[src/rtl/core/dmc_pkg.sv]
// shared constants, register codes and control types for the direct-mapped cache hit check
package dmc_pkg;

    // fixed widths of the port fields
    localparam int ADDRESS_WIDTH       = 32;
    localparam int LINE_INDEX_OUT_BITS = 10;
    localparam int COUNT_BITS          = 32;
    localparam int OFFSET_CFG_BITS     = 5;
    localparam int INDEX_CFG_BITS      = 4;
    localparam int CFG_DATA_BITS       = 5;
    localparam int CFG_INDEX_BITS      = 2;

    // defaults of the top-level parameters
    localparam int LINE_INDEX_BITS_DEFAULT = 10;
    localparam int ADDRESS_BITS_DEFAULT    = 32;

    // queue depths between the parts
    localparam int WORK_QUEUE_DEPTH   = 2;
    localparam int RESULT_QUEUE_DEPTH = 2;

    // configuration register reset values
    localparam logic [OFFSET_CFG_BITS-1:0] OFFSET_BITS_RESET = 5'd4;
    localparam logic [INDEX_CFG_BITS-1:0]  INDEX_BITS_RESET  = 4'd6;

    // configuration register indexes
    typedef enum logic [CFG_INDEX_BITS-1:0] {
        REG_OFFSET_BITS = 2'd0,
        REG_INDEX_BITS  = 2'd1
    } cfg_reg_t;

    // back part status seen by the front part
    typedef struct packed {
        logic clearing;
        logic work_pop;
    } back_ctl_t;

endpackage

[src/rtl/core/dmc_front.sv]
// front part: config registers, address split into line and tag, work queue
module dmc_front #(
    parameter int LINE_INDEX_BITS = dmc_pkg::LINE_INDEX_BITS_DEFAULT,
    parameter int ADDRESS_BITS    = dmc_pkg::ADDRESS_BITS_DEFAULT,
    localparam int TAG_BITS = (ADDRESS_BITS < dmc_pkg::ADDRESS_WIDTH) ?
                              ADDRESS_BITS : dmc_pkg::ADDRESS_WIDTH
) (
    input  logic                                clk,
    input  logic                                rst_n,
    input  logic                                push,
    output logic                                full,
    input  logic [dmc_pkg::ADDRESS_WIDTH-1:0]   address,
    input  logic                                cfg_valid,
    output logic                                cfg_ready,
    input  logic [dmc_pkg::CFG_INDEX_BITS-1:0]  cfg_index,
    input  logic [dmc_pkg::CFG_DATA_BITS-1:0]   cfg_data,
    input  dmc_pkg::back_ctl_t                  back_ctl,
    output logic                                work_avail,
    output logic [LINE_INDEX_BITS-1:0]          work_line,
    output logic [TAG_BITS-1:0]                 work_tag
);

    localparam int AW       = dmc_pkg::ADDRESS_WIDTH;
    localparam int WQ_DEPTH = dmc_pkg::WORK_QUEUE_DEPTH;
    localparam int WQ_PTR   = (WQ_DEPTH > 1) ? $clog2(WQ_DEPTH) : 1;
    localparam int WQ_CNT   = $clog2(WQ_DEPTH + 1);
    localparam logic [WQ_PTR-1:0] WQ_LAST = WQ_PTR'(WQ_DEPTH - 1);
    localparam logic [WQ_CNT-1:0] WQ_FULL = WQ_CNT'(WQ_DEPTH);
    localparam logic [AW-1:0] ADDR_MASK = {AW{1'b1}} >> (AW - TAG_BITS);
    localparam logic [dmc_pkg::OFFSET_CFG_BITS-1:0] OFF_MAX =
        (ADDRESS_BITS > 31) ? 5'd31 : 5'(ADDRESS_BITS);
    localparam logic [dmc_pkg::INDEX_CFG_BITS-1:0] IDX_MAX =
        (LINE_INDEX_BITS > 15) ? 4'd15 : 4'(LINE_INDEX_BITS);

    logic [dmc_pkg::OFFSET_CFG_BITS-1:0] offset_reg, offset_next;
    logic [dmc_pkg::INDEX_CFG_BITS-1:0]  index_reg, index_next;

    logic [dmc_pkg::OFFSET_CFG_BITS-1:0] off_sat;
    logic [dmc_pkg::INDEX_CFG_BITS-1:0]  idx_sat;
    logic [AW-1:0] addr_use;
    logic [AW-1:0] shifted;
    logic [AW-1:0] line_mask;
    logic [AW-1:0] line_full;
    logic [AW-1:0] tag_full;

    logic [LINE_INDEX_BITS-1:0] wq_line_reg [WQ_DEPTH];
    logic [TAG_BITS-1:0]        wq_tag_reg  [WQ_DEPTH];
    logic [WQ_PTR-1:0] wq_wr_reg, wq_wr_next;
    logic [WQ_PTR-1:0] wq_rd_reg, wq_rd_next;
    logic [WQ_CNT-1:0] wq_count_reg, wq_count_next;
    logic push_ok;

    // config writes, taken in any cycle
    assign cfg_ready = 1'b1;

    always_comb
    begin
        offset_next = offset_reg;
        index_next  = index_reg;
        if (cfg_valid && cfg_ready)
        begin
            unique case (dmc_pkg::cfg_reg_t'(cfg_index))
                dmc_pkg::REG_OFFSET_BITS: offset_next = cfg_data;
                dmc_pkg::REG_INDEX_BITS:  index_next  = cfg_data[dmc_pkg::INDEX_CFG_BITS-1:0];
                default: ;
            endcase
        end
    end

    // address split with saturated field widths
    always_comb
    begin
        off_sat   = (offset_reg > OFF_MAX) ? OFF_MAX : offset_reg;
        idx_sat   = (index_reg > IDX_MAX) ? IDX_MAX : index_reg;
        addr_use  = address & ADDR_MASK;
        shifted   = addr_use >> off_sat;
        line_mask = ~({AW{1'b1}} << idx_sat);
        line_full = shifted & line_mask;
        tag_full  = shifted >> idx_sat;
    end

    // work queue pointers and fill level
    assign full    = back_ctl.clearing || (wq_count_reg == WQ_FULL);
    assign push_ok = push && !full;

    always_comb
    begin
        wq_wr_next    = wq_wr_reg;
        wq_rd_next    = wq_rd_reg;
        wq_count_next = wq_count_reg;
        if (push_ok)
        begin
            wq_wr_next = (wq_wr_reg == WQ_LAST) ? '0 : wq_wr_reg + 1'b1;
        end
        if (back_ctl.work_pop)
        begin
            wq_rd_next = (wq_rd_reg == WQ_LAST) ? '0 : wq_rd_reg + 1'b1;
        end
        case ({push_ok, back_ctl.work_pop})
            2'b10:   wq_count_next = wq_count_reg + 1'b1;
            2'b01:   wq_count_next = wq_count_reg - 1'b1;
            default: wq_count_next = wq_count_reg;
        endcase
    end

    always_ff @(posedge clk or negedge rst_n)
    begin
        if (!rst_n)
        begin
            offset_reg   <= dmc_pkg::OFFSET_BITS_RESET;
            index_reg    <= dmc_pkg::INDEX_BITS_RESET;
            wq_wr_reg    <= '0;
            wq_rd_reg    <= '0;
            wq_count_reg <= '0;
        end
        else
        begin
            offset_reg   <= offset_next;
            index_reg    <= index_next;
            wq_wr_reg    <= wq_wr_next;
            wq_rd_reg    <= wq_rd_next;
            wq_count_reg <= wq_count_next;
        end
    end

    // queue storage
    always_ff @(posedge clk)
    begin
        if (push_ok)
        begin
            wq_line_reg[wq_wr_reg] <= line_full[LINE_INDEX_BITS-1:0];
            wq_tag_reg[wq_wr_reg]  <= tag_full[TAG_BITS-1:0];
        end
    end

    assign work_avail = (wq_count_reg != '0);
    assign work_line  = wq_line_reg[wq_rd_reg];
    assign work_tag   = wq_tag_reg[wq_rd_reg];

endmodule

[config.mk]
export PLATFORM = sky130hd
export DESIGN_NAME = dmc_front
export DESIGN_NICKNAME = d
export VERILOG_FILES = /design/src/rtl/core/dmc_pkg.sv /design/src/rtl/core/dmc_front.sv
export SDC_FILE = /design/constraint.sdc
export NUM_CORES = 1
export LEC_CHECK = 0
export BUFFER_PORTS_ARGS = -buffer_cell sky130_fd_sc_hd__buf_2
export CAP_MARGIN = 10
export CELL_PAD_IN_SITES_DETAIL_PLACEMENT = 1
export CELL_PAD_IN_SITES_GLOBAL_PLACEMENT = 1
export CORE_MARGIN = 2
export CORE_UTILIZATION = 40
export DETAILED_ROUTE_END_ITERATION = 8
export PLACE_DENSITY = 0.72
export SYNTH_ARGS = -nofsm -noshare
export SYNTH_HDL_FRONTEND = slang
export SYNTH_SLANG_ARGS = --single-unit
[constraint.sdc]
create_clock -name clk -period 2.74 [get_ports clk]
set_input_delay 0.137 -clock clk [delete_from_list [all_inputs] [get_ports clk]]
set_output_delay 0.137 -clock clk [all_outputs]
set_load 0.05 [all_outputs]
Word-level counts from Yosys, hierarchy flattened. Memory sizes are Yosys's and may differ from the RTL's. Index checks and enable logic that the tools add are counted.

Register bits after elaboration: 13. Latch bits: 0. Memory bits (writable): 84. Bits in read-only memories: 0. Input bits: 45. Output and inout bits: 45. Logic and storage cells: 37. Memories: 2.

$add $sub $neg: 4. Multipliers: 0. Divide/modulo/power cells: 0. Magnitude comparators: 2. Equal/unequal tests: 4. Shift operators: 3. Muxes and demuxes: 7. Bitwise operators: 2. Reduce and logical (&&, ||, !) cells: 8.

Memories: wq_tag_reg (depth 2, width 32, rd ports 1, clocked after memory_dff 0, wr ports 1, RTL line dmc_front.sv:47) `logic [TAG_BITS-1:0] wq_tag_reg [WQ_DEPTH];`; wq_line_reg (depth 2, width 10, rd ports 1, clocked after memory_dff 0, wr ports 1, RTL line dmc_front.sv:46) `logic [LINE_INDEX_BITS-1:0] wq_line_reg [WQ_DEPTH];`.

Operators by type and width (number): $shl 32x4->10 const A (1); $shr 32x4->32 (1); $shr 32x5->32 (1); $and 10x10->10 (1); $not 10->10 (1); $gt 5x5->1 const B (1); $mux 5 (1); $eq 2x1->1 const B (2); $eq 2x2->1 const B (2); $gt 4x4->1 const B (1); $mux 1 (4); $mux 4 (1); $pmux 2 s2 (1); $reduce_and 2->1 (2); $reduce_bool 2->1 (2); $add 1x1->1 const B (2); $add 2x1->2 const B (1); $logic_not 2->1 (1); $sub 2x1->2 const B (1); $logic_and 1x1->1 (1); $logic_not 1->1 (1); $logic_or 1x1->1 (1).

Logic depth before layout (Yosys ltp).
Depth after elaboration: 6. Mapped depth: 10. Gate-level depth less buffers: 7.

Worst setup path before layout. OpenSTA, ideal clock, no wires.

Path kind: register to register. Start: reg wq_count_reg[0]. End: mem wq_line_reg[0][0] (netlist bit), enable pin. Arrival time: 2520 ps. Data required time: 2299 ps. Path slack: -222 ps. Stages on the path, launching flop included: 5. Buffers on the path: 0. Clock period less this slack: 2962 ps. Cell sequence: dfrtp_1 -> inv_1 -> a21oi_1 -> nand2_1 -> nor2_1.

Longest elaborated chain between the ends: 6.

RTL lines: start: declaration (RTL line dmc_front.sv:50) `logic [WQ_CNT-1:0] wq_count_reg, wq_count_next;`; start signal: assignment (RTL line dmc_front.sv:122) `wq_count_reg <= wq_count_next;`; $eq 2x2->1 (RTL line dmc_front.sv:83) `assign full = back_ctl.clearing || (wq_count_reg == WQ_FULL);`; $logic_or 1x1->1 (RTL line dmc_front.sv:83); $logic_not 1->1 (RTL line dmc_front.sv:84) `assign push_ok = push && !full;`; $logic_and 1x1->1 (RTL line dmc_front.sv:84); $mux 1 (RTL line dmc_front.sv:129) `if (push_ok)`; $mux 1 (implied by the code) (RTL line dmc_front.sv:131) `wq_line_reg[wq_wr_reg] <= line_full[LINE_INDEX_BITS-1:0];`; end: declaration (RTL line dmc_front.sv:46).

No other way between the ends.

Worst setup path in the final report.
Start: reg offset_reg[0] (netlist bit). End: mem wq_tag_reg[1][3] (netlist bit) (data pin).

Longest elaborated chain between the ends: 4.

RTL lines: start: declaration (RTL line dmc_front.sv:35) `logic [dmc_pkg::OFFSET_CFG_BITS-1:0] offset_reg, offset_next;`; start signal: assignment (RTL line dmc_front.sv:110) `offset_reg <= dmc_pkg::OFFSET_BITS_RESET;`; start signal: assignment (RTL line dmc_front.sv:118) `offset_reg <= offset_next;`; $gt 5x5->1 (RTL line dmc_front.sv:73) `off_sat = (offset_reg > OFF_MAX) ? OFF_MAX : offset_reg;`; $mux 5 (*) (RTL line dmc_front.sv:73); $shr 32x5->32 (*) (RTL line dmc_front.sv:76) `shifted = addr_use >> off_sat;`; $shr 32x4->32 (*) (RTL line dmc_front.sv:79) `tag_full = shifted >> idx_sat;`; via tag_full[3] (RTL line dmc_front.sv:44) `logic [AW-1:0] tag_full;`; end: declaration (RTL line dmc_front.sv:47).

Mark *: on every way through the listed nets, which the timed path passes. The rest lies on a longest branch.

==> out/metrics.csv <==
stage;metric;value;unit
run_status;status;complete, but fails checks;
run_status;violations;setup timing;
grt;grt_pass1_wl;36890;um
drt;drt-initial-drc-count;404;
cts;clk_pin_slew;0.08;ns
synthesis;async_flop_share;0.1340;
power;switching_share;0.4560;
synthesis;synth_largest_area_cell;edfxtp_1;
hold_path;hold_class;input port to register;
cts;numCtsBuffers;9;
sta;fin_crit_sh;1.118;
power;powerDensity;1007;nW/um2
sta;rsz0062_at_grt;yes;
sta;setup_viol;50;
synthesis;ys.flop_type;edfxtp_1;
die;start_util;0.4100;
drt;route.antenna.remaining_nets;0;
power;p_sw;4.257;mW
final_layout;finish.utilization;0.5571;
place;portBuffers;88;
synthesis;yosys-top-cells-area;edfxtp_1 37%, mux2_2 11%, mux4_2 8.9%;
grt;antenna_found_initial;0;
die;num_io_pins;90;
die;die_width;134.6;um
synthesis;synth.most_common_cell;edfxtp_1;
synthesis;ys_seq_elements;97;
worst_setup_path;worst_ep_arrival_time;3.19;ns
synthesis;netlist.area_leader.share;0.3697;
worst_setup_path;cp_max_fo;8;
synthesis;syn_inst;583;
die;die_area;18120;um2
grt;track_usage;0.2681;
place;place.gp.congestion;0.9454;
final_layout;drive_above_1_share;0.5761;
power;power_frac_clock;0.136;
synthesis;ys_warn_count;0;
drt;routed_wl;24180;um
drt;route.vias.total;6067;
die;core-area;16640;um2
job;maxCapViolCount;0;
cts;clock_sink_count;97;
die;die_h;134.6;um
cts;root_buffer;clkbuf_16;
cts;cts_max_level;3;
sta;maxSlewViolCount;0;
power;comb_power_share;0.634;
grt;grt_max_degree;44;
synthesis;ys_seq_area_frac;0.4179;
die;rows;47;
drt;avgViaCountPerCell;6.019;
sta;worst_slack;-0.3220;ns
power;power_frac_seq;0.230;
sta;max_freq;326.6;MHz
worst_setup_path;cp.required;2.87;ns
sta;fin_skew;0.01358;ns
cts;insertion_delay;0.37;ns
synthesis;avgSynthCellArea;11.70;um2
place;hpwl;18180;um
place;dp_slack;-0.3981;ns
grt;grt_pass1_vias;6379;
final_layout;nets;829;
synthesis;synthTopCellsByCount;84 x edfxtp_1, 64 x mux2_2, 52 x nor2_1;
cts;clockBufferDepth;2;
synthesis;synth-edff-count;84;
grt;grt.overflow.total;0;
worst_setup_path;worst-setup-path-type;register to register;
worst_setup_path;reg2reg_depth;9;
drt;drt-pass1-iter-count;5;
drt;wl_per_cell;23.99;um
sta;tightest_slew;0.8337;ns
cts;cts_tree;built;
sta;hold_viol;0;
worst_setup_path;end_kind;register;
hold_path;hold_depth;3;
final_layout;area_growth_syn_to_layout;35.89;%
final_layout;antennaDiodeCount;0;
synthesis;netlist_area;6823;um2
synthesis;syn_nets;629;
power;leakagePower;3.579;nW
synthesis;synth_cell_types;72;
power;ir_worst_vdd;515.0;uV
worst_setup_path;start_kind;register;
sta;finalCriticalPeriod;3.062;ns
power;p_int;5.078;mW
drt;route.detailed.drc;0;
final_layout;largest_reg_flops;64;
sta;relSlewSlack;0.4430;
through the flow:
stage	power, mW	TNS (ns)	instance area, um2	hold slack (ns)	std cells
4_1_cts	9.065	-7.822	9022	0.007214	1004
6_report	9.335	-8.983	9271	0.01449	1008
2_1_floorplan	5.527	-0.3686	6829	-0.1586	583
5_1_grt	9.734	-12.36	9271	0.02107	1008
3_3_place_gp	7.187	-8.809	8257	0.03964	974
3_5_place_dp	7.357	-14.63	8257	0.05229	974
cell type report:
cell class	count	area, um2
Timing Repair Buffer	239	1690
Tap cell	220	275.3
Clock inverter	7	68.82
Inverter	11	41.29
Sequential cell	97	2856
Clock buffer	9	225.2
Multi-Input combinational cell	425	4114
Fill cell	1759	7371
critical path, stage by stage (launching register included):
cell and delay, ns:
dfrtp_2 0.47, buf_12 0.16, mux4_2 0.55, mux2_4 0.30, mux4_2 0.53, nor2_2 0.12, a21oi_2 0.04, mux2i_1 0.30
a221oi_1 0.16, buf_4 0.19
placed cells by master, fill, tap and decap left out, types with 4 or more instances in the layout:
cell type  count
buf_6         11
o221ai_1       5
o21ai_0       11
mux4_2        31
nand2b_1       5
a22o_1         4
a21oi_1       19
edfxtp_1      84
nand2_1       36
o22ai_1       12
nor3_1         6
nand3_1        7
inv_1          9
nor2_1        42
clkbuf_16     10
mux2_2        59
buf_2         88
nor2_2        11
a211oi_2      10
mux2i_2        7
a21oi_2        9
dfrtp_1        9
a211oi_1       5
o211ai_1       5
mux2_4         8
buf_12         4
o22ai_2        7
mux2i_1       17
buf_4        132
metal layers:
layer | track usage | wire length (um) | share of wire | vias to the layer above
met5 | 0 | 0 | 0 | -
met4 | 0.1047 | 760 | 0.031 | 0
met3 | 0.03491 | 1027 | 0.042 | 47
met2 | 0.4734 | 12470 | 0.52 | 202
met1 | 0.3346 | 9924 | 0.41 | 3099
li1 | - | - | - | 2719
path summary, 6_finish.rpt:
path,start,end,slack [ns]
setup / recovery,offset_reg[0],wq_tag_reg[1][3],-0.32
min in group asynchronous,rst_n,offset_reg[3],0.18
max in group asynchronous,rst_n,index_reg[2],2.28
hold / removal,cfg_data[1],offset_reg[1],0.01
setup reg to reg,offset_reg[0],wq_tag_reg[1][3],-0.32
hold reg to reg,wq_count_reg[1],wq_count_reg[1],0.50
power by group through the flow:
| stage | Clock (mW) | Combinational [mW] | Sequential (mW) |
|---|---|---|---|
| final | 1.27 | 5.92 | 2.14 |
| after global routing | 1.34 | 6.22 | 2.17 |
| after CTS | 1.28 | 5.64 | 2.14 |
| after detailed placement | 0 | 5.18 | 2.18 |
| after global placement | 0 | 5.03 | 2.15 |
| after floorplan | 0 | 3.41 | 2.12 |
repair_timing:
| item | 4_1_cts | 5_1_grt |
|---|---|---|
| cloned | 0 | 1 |
| setup endpoints to repair | 56 | 56 |
| hold endpoints to repair | 15 | 0 |
| setup buffers | 12 | 6 |
| hold buffers | 3 | 0 |
| gates resized for setup | 81 | 46 |
| pin swaps | 20 | 16 |
kinds of logic (layout without fill, tap and decap cells):
| kind of cell | Yosys count | count (layout) | share of synthesized area |
|---|---|---|---|
| AOI/OAI and AO/OA | 150 | 150 | 0.1570 |
| DFF | 97 | 97 | 0.4179 |
| other | 1 | 1 | 0.0005496 |
| adders and majority gates | 1 | 1 | 0.001834 |
| buffers and inverters | 61 | 266 | 0.05465 |
| xor gates and xnor gates | 5 | 5 | 0.006420 |
| muxes | 128 | 128 | 0.2679 |
| and+or+nand+nor | 140 | 140 | 0.09371 |
(Power assumes the default switching activity.)
